**src/sv/lpmd_pkg.sv**
```systemverilog
package lpmd_pkg;

    // default widths of the header length fields
    localparam int LENGTH_BITS_DEF = 32;
    localparam int COUNT_BITS_DEF  = 16;

    // message framing
    localparam int HDR_BYTES     = 6;
    localparam int HDR_LEN_BYTES = 4;
    localparam int MIN_TOTAL     = 2;

    // part counter saturates one past the largest index
    localparam int INDEX_W   = 16;
    localparam int PARTS_W   = INDEX_W + 1;
    localparam logic [PARTS_W-1:0] PARTS_SAT = PARTS_W'(1) << INDEX_W;

    // one result of the parser
    typedef struct packed {
        logic               payload_valid;
        logic [7:0]         payload_byte;
        logic [INDEX_W-1:0] part_index;
        logic               part_end;
        logic               message_end;
        logic               message_error;
    } result_t;

    // zero-based index of the current part from the number of parts seen
    function automatic logic [INDEX_W-1:0] part_index_of(input logic [PARTS_W-1:0] found);
        logic [PARTS_W-1:0] dec;
        dec = found - PARTS_W'(1);
        return (found == '0) ? '0 : dec[INDEX_W-1:0];
    endfunction

endpackage

```
**src/sv/lpmd_parse.sv**
```systemverilog
module lpmd_parse #(
    parameter int LENGTH_BITS = lpmd_pkg::LENGTH_BITS_DEF,
    parameter int COUNT_BITS  = lpmd_pkg::COUNT_BITS_DEF
) (
    input  logic              clk,
    input  logic              rst_n,
    input  logic              step,
    input  logic [7:0]        data_byte,
    output logic              res_valid,
    output lpmd_pkg::result_t res
);
    import lpmd_pkg::*;

    localparam int HBC_W = $clog2(HDR_BYTES);
    localparam int LBC_W = $clog2(HDR_LEN_BYTES);

    typedef enum logic [2:0] {
        PH_HEADER  = 3'b001,
        PH_LENGTH  = 3'b010,
        PH_PAYLOAD = 3'b100
    } phase_t;

    phase_t                 phase_reg, phase_next;
    logic [HBC_W-1:0]       hbc_reg, hbc_next;
    logic [LBC_W-1:0]       lbc_reg, lbc_next;
    logic [LENGTH_BITS-1:0] body_reg, body_next;
    logic [LENGTH_BITS-1:0] part_reg, part_next;
    logic [COUNT_BITS-1:0]  exp_reg, exp_next;
    logic [PARTS_W-1:0]     pf_reg, pf_next;

    logic [LENGTH_BITS+7:0] body_wide, part_wide;
    logic [COUNT_BITS+7:0]  exp_wide;
    logic [LENGTH_BITS-1:0] body_shift, part_shift, body_dec, part_dec, body_sub;
    logic [COUNT_BITS-1:0]  exp_shift;
    logic [PARTS_W-1:0]     pf_inc;
    logic                   finish;

    // shifted and decremented field values
    assign body_wide  = {body_reg, data_byte};
    assign part_wide  = {part_reg, data_byte};
    assign exp_wide   = {exp_reg, data_byte};
    assign body_shift = body_wide[LENGTH_BITS-1:0];
    assign part_shift = part_wide[LENGTH_BITS-1:0];
    assign exp_shift  = exp_wide[COUNT_BITS-1:0];
    assign body_dec   = body_reg - LENGTH_BITS'(1);
    assign part_dec   = part_reg - LENGTH_BITS'(1);
    assign body_sub   = body_reg - LENGTH_BITS'(MIN_TOTAL);
    assign pf_inc     = (pf_reg == PARTS_SAT) ? pf_reg : pf_reg + PARTS_W'(1);

    // per-byte parse step
    always_comb
    begin
        phase_next = phase_reg;
        hbc_next   = hbc_reg;
        lbc_next   = lbc_reg;
        body_next  = body_reg;
        part_next  = part_reg;
        exp_next   = exp_reg;
        pf_next    = pf_reg;
        res_valid  = 1'b0;
        res        = '0;
        finish     = 1'b0;
        if (step)
        begin
            unique case (phase_reg)
                PH_LENGTH:
                begin
                    body_next = body_dec;
                    part_next = part_shift;
                    if (lbc_reg == LBC_W'(HDR_LEN_BYTES - 1))
                    begin
                        lbc_next = '0;
                        pf_next  = pf_inc;
                        if (part_shift == '0)
                        begin
                            // empty part closes at once
                            res_valid      = 1'b1;
                            res.part_end   = 1'b1;
                            res.part_index = part_index_of(pf_inc);
                            if (body_dec == '0)
                            begin
                                res.message_end   = 1'b1;
                                res.message_error = (pf_inc != PARTS_W'(exp_reg));
                                finish            = 1'b1;
                            end
                        end
                        else if (body_dec == '0)
                        begin
                            res_valid         = 1'b1;
                            res.message_end   = 1'b1;
                            res.message_error = 1'b1;
                            finish            = 1'b1;
                        end
                        else
                        begin
                            phase_next = PH_PAYLOAD;
                        end
                    end
                    else
                    begin
                        lbc_next = lbc_reg + LBC_W'(1);
                        // body ends inside a length field
                        if (body_dec == '0)
                        begin
                            res_valid         = 1'b1;
                            res.message_end   = 1'b1;
                            res.message_error = 1'b1;
                            finish            = 1'b1;
                        end
                    end
                end
                PH_PAYLOAD:
                begin
                    res_valid         = 1'b1;
                    res.payload_valid = 1'b1;
                    res.payload_byte  = data_byte;
                    res.part_index    = part_index_of(pf_reg);
                    body_next         = body_dec;
                    part_next         = part_dec;
                    if (body_dec == '0)
                    begin
                        // truncated part is an error, part is not closed
                        res.part_end      = (part_dec == '0);
                        res.message_end   = 1'b1;
                        res.message_error = (part_dec != '0) || (pf_reg != PARTS_W'(exp_reg));
                        finish            = 1'b1;
                    end
                    else if (part_dec == '0)
                    begin
                        res.part_end = 1'b1;
                        phase_next   = PH_LENGTH;
                    end
                end
                default:
                begin
                    // header bytes, also any stray phase code
                    phase_next = PH_HEADER;
                    if (hbc_reg < HBC_W'(HDR_LEN_BYTES))
                        body_next = body_shift;
                    else
                        exp_next = exp_shift;
                    hbc_next = hbc_reg + HBC_W'(1);
                    if (hbc_reg == HBC_W'(HDR_BYTES - 1))
                    begin
                        hbc_next = '0;
                        if (body_reg < LENGTH_BITS'(MIN_TOTAL))
                        begin
                            res_valid         = 1'b1;
                            res.message_end   = 1'b1;
                            res.message_error = 1'b1;
                            finish            = 1'b1;
                        end
                        else if (body_sub == '0)
                        begin
                            res_valid         = 1'b1;
                            res.message_end   = 1'b1;
                            res.message_error = (exp_shift != '0);
                            finish            = 1'b1;
                        end
                        else
                        begin
                            body_next  = body_sub;
                            phase_next = PH_LENGTH;
                            lbc_next   = '0;
                            part_next  = '0;
                        end
                    end
                end
            endcase
            // message done: back to a clean header state
            if (finish)
            begin
                phase_next = PH_HEADER;
                hbc_next   = '0;
                lbc_next   = '0;
                body_next  = '0;
                part_next  = '0;
                exp_next   = '0;
                pf_next    = '0;
            end
        end
    end

    // parser state
    always_ff @(posedge clk or negedge rst_n)
    begin
        if (!rst_n)
        begin
            phase_reg <= PH_HEADER;
            hbc_reg   <= '0;
            lbc_reg   <= '0;
            body_reg  <= '0;
            part_reg  <= '0;
            exp_reg   <= '0;
            pf_reg    <= '0;
        end
        else
        begin
            phase_reg <= phase_next;
            hbc_reg   <= hbc_next;
            lbc_reg   <= lbc_next;
            body_reg  <= body_next;
            part_reg  <= part_next;
            exp_reg   <= exp_next;
            pf_reg    <= pf_next;
        end
    end

    // checks
    a_payload_phase: assert property (@(posedge clk) disable iff (!rst_n)
        (res_valid && res.payload_valid) |-> (phase_reg == PH_PAYLOAD))
        else $error("payload byte outside payload phase");

    a_error_at_end: assert property (@(posedge clk) disable iff (!rst_n)
        (res_valid && res.message_error) |-> res.message_end)
        else $error("error flag without message end");

    a_clear_after_end: assert property (@(posedge clk) disable iff (!rst_n)
        (step && res_valid && res.message_end) |=> (phase_reg == PH_HEADER && pf_reg == '0))
        else $error("state not cleared after message end");

    a_payload_counts: assert property (@(posedge clk) disable iff (!rst_n)
        (phase_reg == PH_PAYLOAD) |-> (part_reg != '0 && body_reg != '0))
        else $error("payload phase with exhausted counter");

    a_length_body: assert property (@(posedge clk) disable iff (!rst_n)
        (phase_reg == PH_LENGTH) |-> (body_reg != '0))
        else $error("length phase with empty body");

endmodule

```
**src/sv/lpmd_out_reg.sv**
```systemverilog
module lpmd_out_reg (
    input  logic              clk,
    input  logic              rst_n,
    input  logic              load,
    input  lpmd_pkg::result_t res,
    input  logic              m_axis_tready,
    output logic              m_axis_tvalid,
    output logic [23:0]       m_axis_tdata,
    output logic              m_axis_tlast,
    output logic [2:0]        m_axis_tuser
);
    import lpmd_pkg::*;

    logic    valid_reg, valid_next;
    result_t res_reg;

    // hold a result until the downstream transfer
    always_comb
    begin
        valid_next = valid_reg;
        if (load)
            valid_next = 1'b1;
        else if (m_axis_tready)
            valid_next = 1'b0;
    end

    always_ff @(posedge clk or negedge rst_n)
    begin
        if (!rst_n)
            valid_reg <= 1'b0;
        else
            valid_reg <= valid_next;
    end

    // payload register
    always_ff @(posedge clk)
    begin
        if (load)
            res_reg <= res;
    end

    assign m_axis_tvalid = valid_reg;
    assign m_axis_tdata  = {res_reg.part_index, res_reg.payload_byte};
    assign m_axis_tlast  = res_reg.message_end;
    assign m_axis_tuser  = {res_reg.message_error, res_reg.part_end, res_reg.payload_valid};

endmodule

```
**src/sv/length_prefixed_message_deframer_unit.sv**
```systemverilog
// Length-prefixed message deframer. Takes one stream byte per transfer and returns at most
// one result per byte: payload bytes tagged with their part index, part end marks (empty
// parts included) and a message end mark with an error verdict on tlast/tuser. Header and
// part length bytes give no result except where a part or the message closes. A byte is
// accepted every cycle while the result side keeps up. It passes an input register, one
// parser step and the result register on its way to the output. A result held by a stalled
// output holds the parser and the input register, and the input then waits. The rate is set
// by the parser state update, which finishes one byte per cycle while it is not held.
module length_prefixed_message_deframer_unit #(
    parameter int LENGTH_BITS = lpmd_pkg::LENGTH_BITS_DEF,
    parameter int COUNT_BITS  = lpmd_pkg::COUNT_BITS_DEF
) (
    input  logic        clk,
    input  logic        rst_n,
    input  logic        s_axis_tvalid,
    output logic        s_axis_tready,
    input  logic [7:0]  s_axis_tdata,   // [7:0] data_byte
    output logic        m_axis_tvalid,
    input  logic        m_axis_tready,
    output logic [23:0] m_axis_tdata,   // [7:0] payload_byte, [23:8] part_index
    output logic        m_axis_tlast,   // message_end
    output logic [2:0]  m_axis_tuser    // [0] payload_valid, [1] part_end, [2] message_error
);
    import lpmd_pkg::*;

    logic       in_valid_reg, in_valid_next;
    logic [7:0] in_byte_reg;
    logic       advance;
    logic       res_valid;
    result_t    res;

    // the parser steps when the result register can take a result
    assign advance       = in_valid_reg && (!m_axis_tvalid || m_axis_tready);
    assign s_axis_tready = !in_valid_reg || advance;

    // input register
    always_comb
    begin
        in_valid_next = in_valid_reg;
        if (s_axis_tvalid && s_axis_tready)
            in_valid_next = 1'b1;
        else if (advance)
            in_valid_next = 1'b0;
    end

    always_ff @(posedge clk or negedge rst_n)
    begin
        if (!rst_n)
            in_valid_reg <= 1'b0;
        else
            in_valid_reg <= in_valid_next;
    end

    always_ff @(posedge clk)
    begin
        if (s_axis_tvalid && s_axis_tready)
            in_byte_reg <= s_axis_tdata;
    end

    lpmd_parse #(
        .LENGTH_BITS (LENGTH_BITS),
        .COUNT_BITS  (COUNT_BITS)
    ) u_parse (
        .clk       (clk),
        .rst_n     (rst_n),
        .step      (advance),
        .data_byte (in_byte_reg),
        .res_valid (res_valid),
        .res       (res)
    );

    lpmd_out_reg u_out_reg (
        .clk           (clk),
        .rst_n         (rst_n),
        .load          (advance && res_valid),
        .res           (res),
        .m_axis_tready (m_axis_tready),
        .m_axis_tvalid (m_axis_tvalid),
        .m_axis_tdata  (m_axis_tdata),
        .m_axis_tlast  (m_axis_tlast),
        .m_axis_tuser  (m_axis_tuser)
    );

endmodule
```
**config.mk**
```make
export PLATFORM = sky130hd
export DESIGN_NAME = length_prefixed_message_deframer_unit
export DESIGN_NICKNAME = d
export VERILOG_FILES = /design/src/sv/lpmd_pkg.sv /design/src/sv/lpmd_parse.sv /design/src/sv/lpmd_out_reg.sv /design/src/sv/length_prefixed_message_deframer_unit.sv
export SDC_FILE = /design/constraint.sdc
export NUM_CORES = 1
export LEC_CHECK = 0
export ABC_AREA = 1
export BUFFER_PORTS_ARGS = -buffer_cell sky130_fd_sc_hd__buf_2
export CAP_MARGIN = 20
export CORE_MARGIN = 10
export CORE_UTILIZATION = 60
export DETAILED_ROUTE_END_ITERATION = 12
export PLACE_DENSITY = 0.88
export SYNTH_ARGS = -nofsm -noshare
export SYNTH_HDL_FRONTEND = slang
export SYNTH_SLANG_ARGS = --single-unit
```
**constraint.sdc**
```tcl
create_clock -name clk -period 9.45 [get_ports clk]
set_input_delay 0.4725 -clock clk [delete_from_list [all_inputs] [get_ports clk]]
set_output_delay 0.4725 -clock clk [all_outputs]
set_load 0.005 [all_outputs]
```
---- Yosys cells after proc, flatten, opt, wreduce, memory -nomap -nowiden ----
Index checks and enable logic that the tools add are counted.
Widths: inputs -> output; s select.
word-level totals
  input port bits ......................... 12
  logic and storage cells ................. 143
  register bits ........................... 143
  output and inout bits ................... 30
cells by class
  reduce and logical (&&, ||, !) cells .... 30
  muxes and demuxes ....................... 68
  add/sub/neg operators ................... 8
  order comparisons ....................... 2
  equal/unequal tests ..................... 19
operators by type and width
  cell                   number
  $mux 32                10
  $logic_not 32->1       4
  $mux 17                6
  $mux 16                5
  $pmux 32 s2            1
  $sub 32x1->32 const B  2
  $logic_not 17->1       2
  $ne 17x16->1           2
  $pmux 17 s2            1
  $mux 3                 11
  $lt 32x2->1 const B    1
  $reduce_bool 32->1     1
  $sub 16x1->16 const B  2
  $sub 32x2->32 const B  1
  $mux 2                 14
  $add 17x1->17 const B  1
  $eq 17x17->1 const B   1
  $reduce_bool 16->1     1
  $mux 1                 15
  $ne 3x3->1 const B     5
  $mux 9                 1
  $ne 4x4->1 const B     2
  $pmux 2 s2             2
  $reduce_bool 2->1      4
  other kinds (22)       32

---- Longest topological paths before layout ----
  depth after elaboration ................. 9
  gate-level depth with buffers ........... 21
  mapped depth without buffers ............ 20

---- Modules after synthesis ----
From an unflattened synthesis, not the netlist that was laid out.
second synthesis, totals
  cell total of the unflattened synthesis .. 1922
  area total of the unflattened synthesis .. 12150.4 um2
by module, submodules not included
  module                                 area an instance (um2)  sequential area each (um2)  cells each  times used
  lpmd_parse                             10954.3                 2628.8                      1869        1
  lpmd_out_reg                           880.8                   865.8                       33          1
  length_prefixed_message_deframer_unit  315.3                   265.3                       20          1

---- Least setup slack after synthesis ----
Ideal clock, no wire load.
  kind .................................... reg-to-reg
  start point ............................. reg u_parse.body_reg[1]
  end point ............................... reg u_out_reg.res_reg, in the netlist u_out_reg.m_axis_tdata[0], enable pin
  clock period less this slack ............ 3.001 ns
  stages on the path, launching flop included .. 16
  library setup time ...................... 0.383 ns
  required time ........................... 9.067 ns
  setup slack ............................. 6.449 ns
  path buffers ............................ 0
  arrival ................................. 2.618 ns
  cells stage by stage .................... dfrtp_1 > inv_1 > ha_1 > nand2_2 > nor2_4 > nand2_1 > o21ai_1 > nand2_1 > nor2_1 > nand2_1 > nor2_1 > nand3_2 > nand3_2 > nand2_1 > o21bai_1 > inv_1
on the way
  cells in the longest elaborated chain, start to end .. 8
  elaborated cells on any way between the ends .. 14
  those cells by class .................... add/sub (2); order compare (1); mux (8); reduce/logical (3)
RTL lines
  what                                                   line                                                    RTL
  from (decl)                                            lpmd_parse.sv:26                                        logic [LENGTH_BITS-1:0] body_reg, body_next;
  from (signal assigned)                                 lpmd_parse.sv:202                                       body_reg <= body_next;
  $sub 32x2->32 / $sub 32x1->32 (equally long branches)  lpmd_parse.sv:47, lpmd_parse.sv:45
  $logic_not 32->1, on equally long branches             lpmd_parse.sv:153, lpmd_parse.sv:87, lpmd_parse.sv:103
  $mux 1, on equally long branches                       lpmd_parse.sv:153, lpmd_parse.sv:87, lpmd_parse.sv:103
  $mux 1, on equally long branches                       lpmd_parse.sv:146, lpmd_parse.sv:74
  $mux 1, on equally long branches                       lpmd_parse.sv:143, lpmd_parse.sv:70
  $pmux 1 s2 (*)                                         lpmd_parse.sv:65                                        unique case (phase_reg)
  $mux 1 (*)                                             lpmd_parse.sv:63                                        if (step)
  $logic_and 1x1->1 (*)                                  length_prefixed_message_deframer_unit.sv:75             .load (advance && res_valid),
  via u_out_reg.load                                     lpmd_out_reg.sv:4                                       input logic load,
  to (signal assigned)                                   lpmd_out_reg.sv:39                                      res_reg <= res;
  to (decl)                                              lpmd_out_reg.sv:15                                      result_t res_reg;
The timed path passes the listed nets; every way through them passes the cells marked *.
A chain may end at the register's enable or synchronous reset.

---- Worst setup path in the final report ----
  start point ............................. reg u_parse.phase_reg[2]
  end point ............................... reg u_out_reg.res_reg, in the netlist u_out_reg.m_axis_tdata[14], enable pin
on the way
  cells in the longest elaborated chain, start to end .. 4
  elaborated cells on any way between the ends .. 5
  those cells by class .................... eq/ne (2); mux (2); reduce/logical (1)
RTL lines
  what                                             line                                         RTL
  from (decl)                                      lpmd_parse.sv:23                             phase_t phase_reg, phase_next;
  from (signal assigned)                           lpmd_parse.sv:199                            phase_reg <= phase_next;
  $eq 3x3->1 / $eq 3x2->1 (equally long branches)  lpmd_parse.sv:65
  $pmux 1 s2 (*)                                   lpmd_parse.sv:65
  $mux 1 (*)                                       lpmd_parse.sv:63
  $logic_and 1x1->1 (*)                            length_prefixed_message_deframer_unit.sv:75
  via u_out_reg.load                               lpmd_out_reg.sv:4
Marks and branches as above.

==> out/summary.txt <==
Max VDD drop: 391 uV
die span in x: 159 um
Unique masters post-synth: 47
Int Pwr: 2.06 mW
Synth warnings: 0
Tmin final: 4.37 ns
final hold viol count: 0
max-slew violation count: 0
asr flop ratio synth: 74.8%
synthesized instance count: 1812
startpoint types: flop
Worst-path clk slew: 0.06 ns
path depth of the worst reg2reg path: 12
Cell Chain, Critical Path: nor3_1, inv_2, nand2_1, inv_1, nand2_1, nand2_1, inv_1, buf_4, nand2_1, o21bai_1, inv_1, buf_16
Vert. Die Dim: 159 um
DRC: 0
DP HPWL: 28.8 mm
clock share of power: 16.6%
run status: complete, no violations
Cell Area, Placed: 0.0120 mm2
clock sinks: 143
first-pass detailed-route iteration total: 6
post-synthesis sequential area ratio: 32.2%
pre-CTS setup slack: 4.96 ns
share of layout cells above drive strength 1: 8.02%
gr usage total: 30.6%
first-pass GRT wire length: 64.2 mm
CTS hold repair buffers: 0
maximum clock frequency: 229 MHz
Least-Margin Pin Slew: 1.14 ns
crit path max-delay cell type: nand2_1
Worst EP required: 9.59 ns
Pleak: 5.97 nW
Final Setup Violations: 0
crit-path max cell delay: 0.67 ns
CP Capture Point: u_out_reg.m_axis_tdata[14]
maxcap violations: 0
Syn Std Cell Area: 0.0117 mm2
# IOs: 42
routed len/inst: 19.0 um
Post-synth EDFFs: 36
Synth area leaders: dfrtp_1 (23%), nand2_1 (15%), edfxtp_1 (9.3%)
clock skew: 0.00925 ns
Initial Util: 61.8%
DR iter-0 viols: 1695
reg-to-reg endpoint: u_out_reg.m_axis_tdata[14]
Post-Syn Nets: 1837
clk_lat worst skew: 0.44 ns
sequential cell fraction of total power: 23.8%
Layout area overhead: 8.86%
vias: 12900
post_cts resized: 0
Hold WC Path Type: input port to asynchronous set/reset pin
top_reg_cell synth: dfrtp_1
Routability Congestion: 1.04
commonest non-fill, non-tap cells in the layout: nand2_1 (471), nor2_1 (255), inv_1 (186)
setup TNS: 0 ns
commonest non-fill, non-tap cell in the layout: nand2_1
Final Cycle Share: 46.2%
post-layout util: 67.3%
biggest area consumer among synthesized cells: dfrtp_1
Mapped Avg Cell Area: 6.44 um2
RSZ-0062 raised after global routing: no
largest net degree at the start of global routing: 74
Critical Path Source: u_parse.phase_reg[2]
final worst setup slack: 5.08 ns
top fanout value on the critical path: 65
Worst EP arrival: 4.50 ns
Final ANT Viol Nets: 0
Yosys top cell area share: 22.7%
fin nets: 1844
most numerous cell on the critical path: nand2_1
initial antenna violation count: 0
Slew HR: 23.9%
FF-to-FF setup slack: 5.08 ns
I/O Buffers: 41
final instance area: 0.0127 mm2
vias in the first global route: 11800
combinational share of power: 59.5%
GRT overflow: 0
full die area: 0.0254 mm2
TritonCTS Buffers: 17
final wirelength: 39.7 mm
ant diodes: 0
H-tree levels: 4
sw frac: 53.7%
WS Path Type: flop to flop
R2R Path Start: u_parse.phase_reg[2]
PwrDens: 350 mW/mm2
CTS tree: built
Post-CTS Setup Repair Bufs: 0
Setup crit end kind: flop
Max clock buf depth: 2
vias per cell: 6.17
num rows: 50
Core Box Area: 0.0189 mm2
#FFs+latches synth: 143
minimum hold slack: 0.00966 ns
Switching Power: 2.39 mW
clock root buffer: clkbuf_16
metrics by stage:
| stage | power, mW | instances |
|---|---|---|
| floorplan | 2.90 | 1812 |
| global placement | 3.54 | 2057 |
| detailed placement | 3.57 | 2058 |
| CTS | 4.33 | 2090 |
| global route | 4.79 | 2092 |
| finish | 4.45 | 2092 |
routing by layer:
metal	GRT usage [%]	vias to the layer above	wire [um]
met5	0	-	0
met4	8.30	0	827
met3	6.64	102	4940
met2	44.8	857	17100
met1	44.2	5962	16900
li1	-	5979	-
cell type report:
cell class / count / area (um2)
sequential: 143 / 3760
tap: 260 / 325
timing repair buffer: 50 / 312
clock inverter: 6 / 90.1
inverter: 200 / 751
multi-input combinational: 1407 / 6910
fill: 1682 / 6180
clock buffer: 26 / 563
synthesized netlist by cell type (12+ instances only):
cell,instances
dfrtp_1,106
a21oi_1,27
clkbuf_1,43
xor2_1,71
nor2_4,12
buf_2,13
nor2_2,14
nor2_1,255
o21ai_1,23
o21ai_0,158
ha_1,13
inv_1,187
edfxtp_1,36
o22ai_1,33
nor3_1,31
nand2_1,471
nand4_1,63
nand3_1,172
worst max-delay path: cells and delay by family, from the launching register on:
family,cells,cell delay (ns)
AND/OR/NAND/NOR,5,1.63
AO/OA/AOI/OAI,1,0.20
flip-flops,1,0.39
buffers and inverters,6,1.81
cells by family after synthesis:
family	count (synthesis)	synth area share [%]
buf+inv	262	8.72
simple gates	1055	39.7
fa+ha+maj	13	1.39
compound gates	259	11.9
flops	143	32.2
xor+xnor	80	6.07
worst min-delay path by stage:
stage | end | cells after the start
5_1_grt | u_parse.body_reg[9] | 1
2_1_floorplan | in_valid_reg | 0
3_3_place_gp | u_parse.lbc_reg[1] | 2
4_1_cts | u_parse.body_reg[9] | 1
3_5_place_dp | u_parse.lbc_reg[1] | 2
6_report | u_parse.body_reg[9] | 1
power by group through the flow:
stage | combinational (mW) | clock, mW | sequential [mW]
CTS | 2.52 | 0.736 | 1.07
floorplan | 1.93 | 0 | 0.975
global route | 2.94 | 0.766 | 1.08
global placement | 2.46 | 0 | 1.08
finish | 2.65 | 0.739 | 1.06
detailed placement | 2.49 | 0 | 1.08
Power figures use the tool's default switching activity.
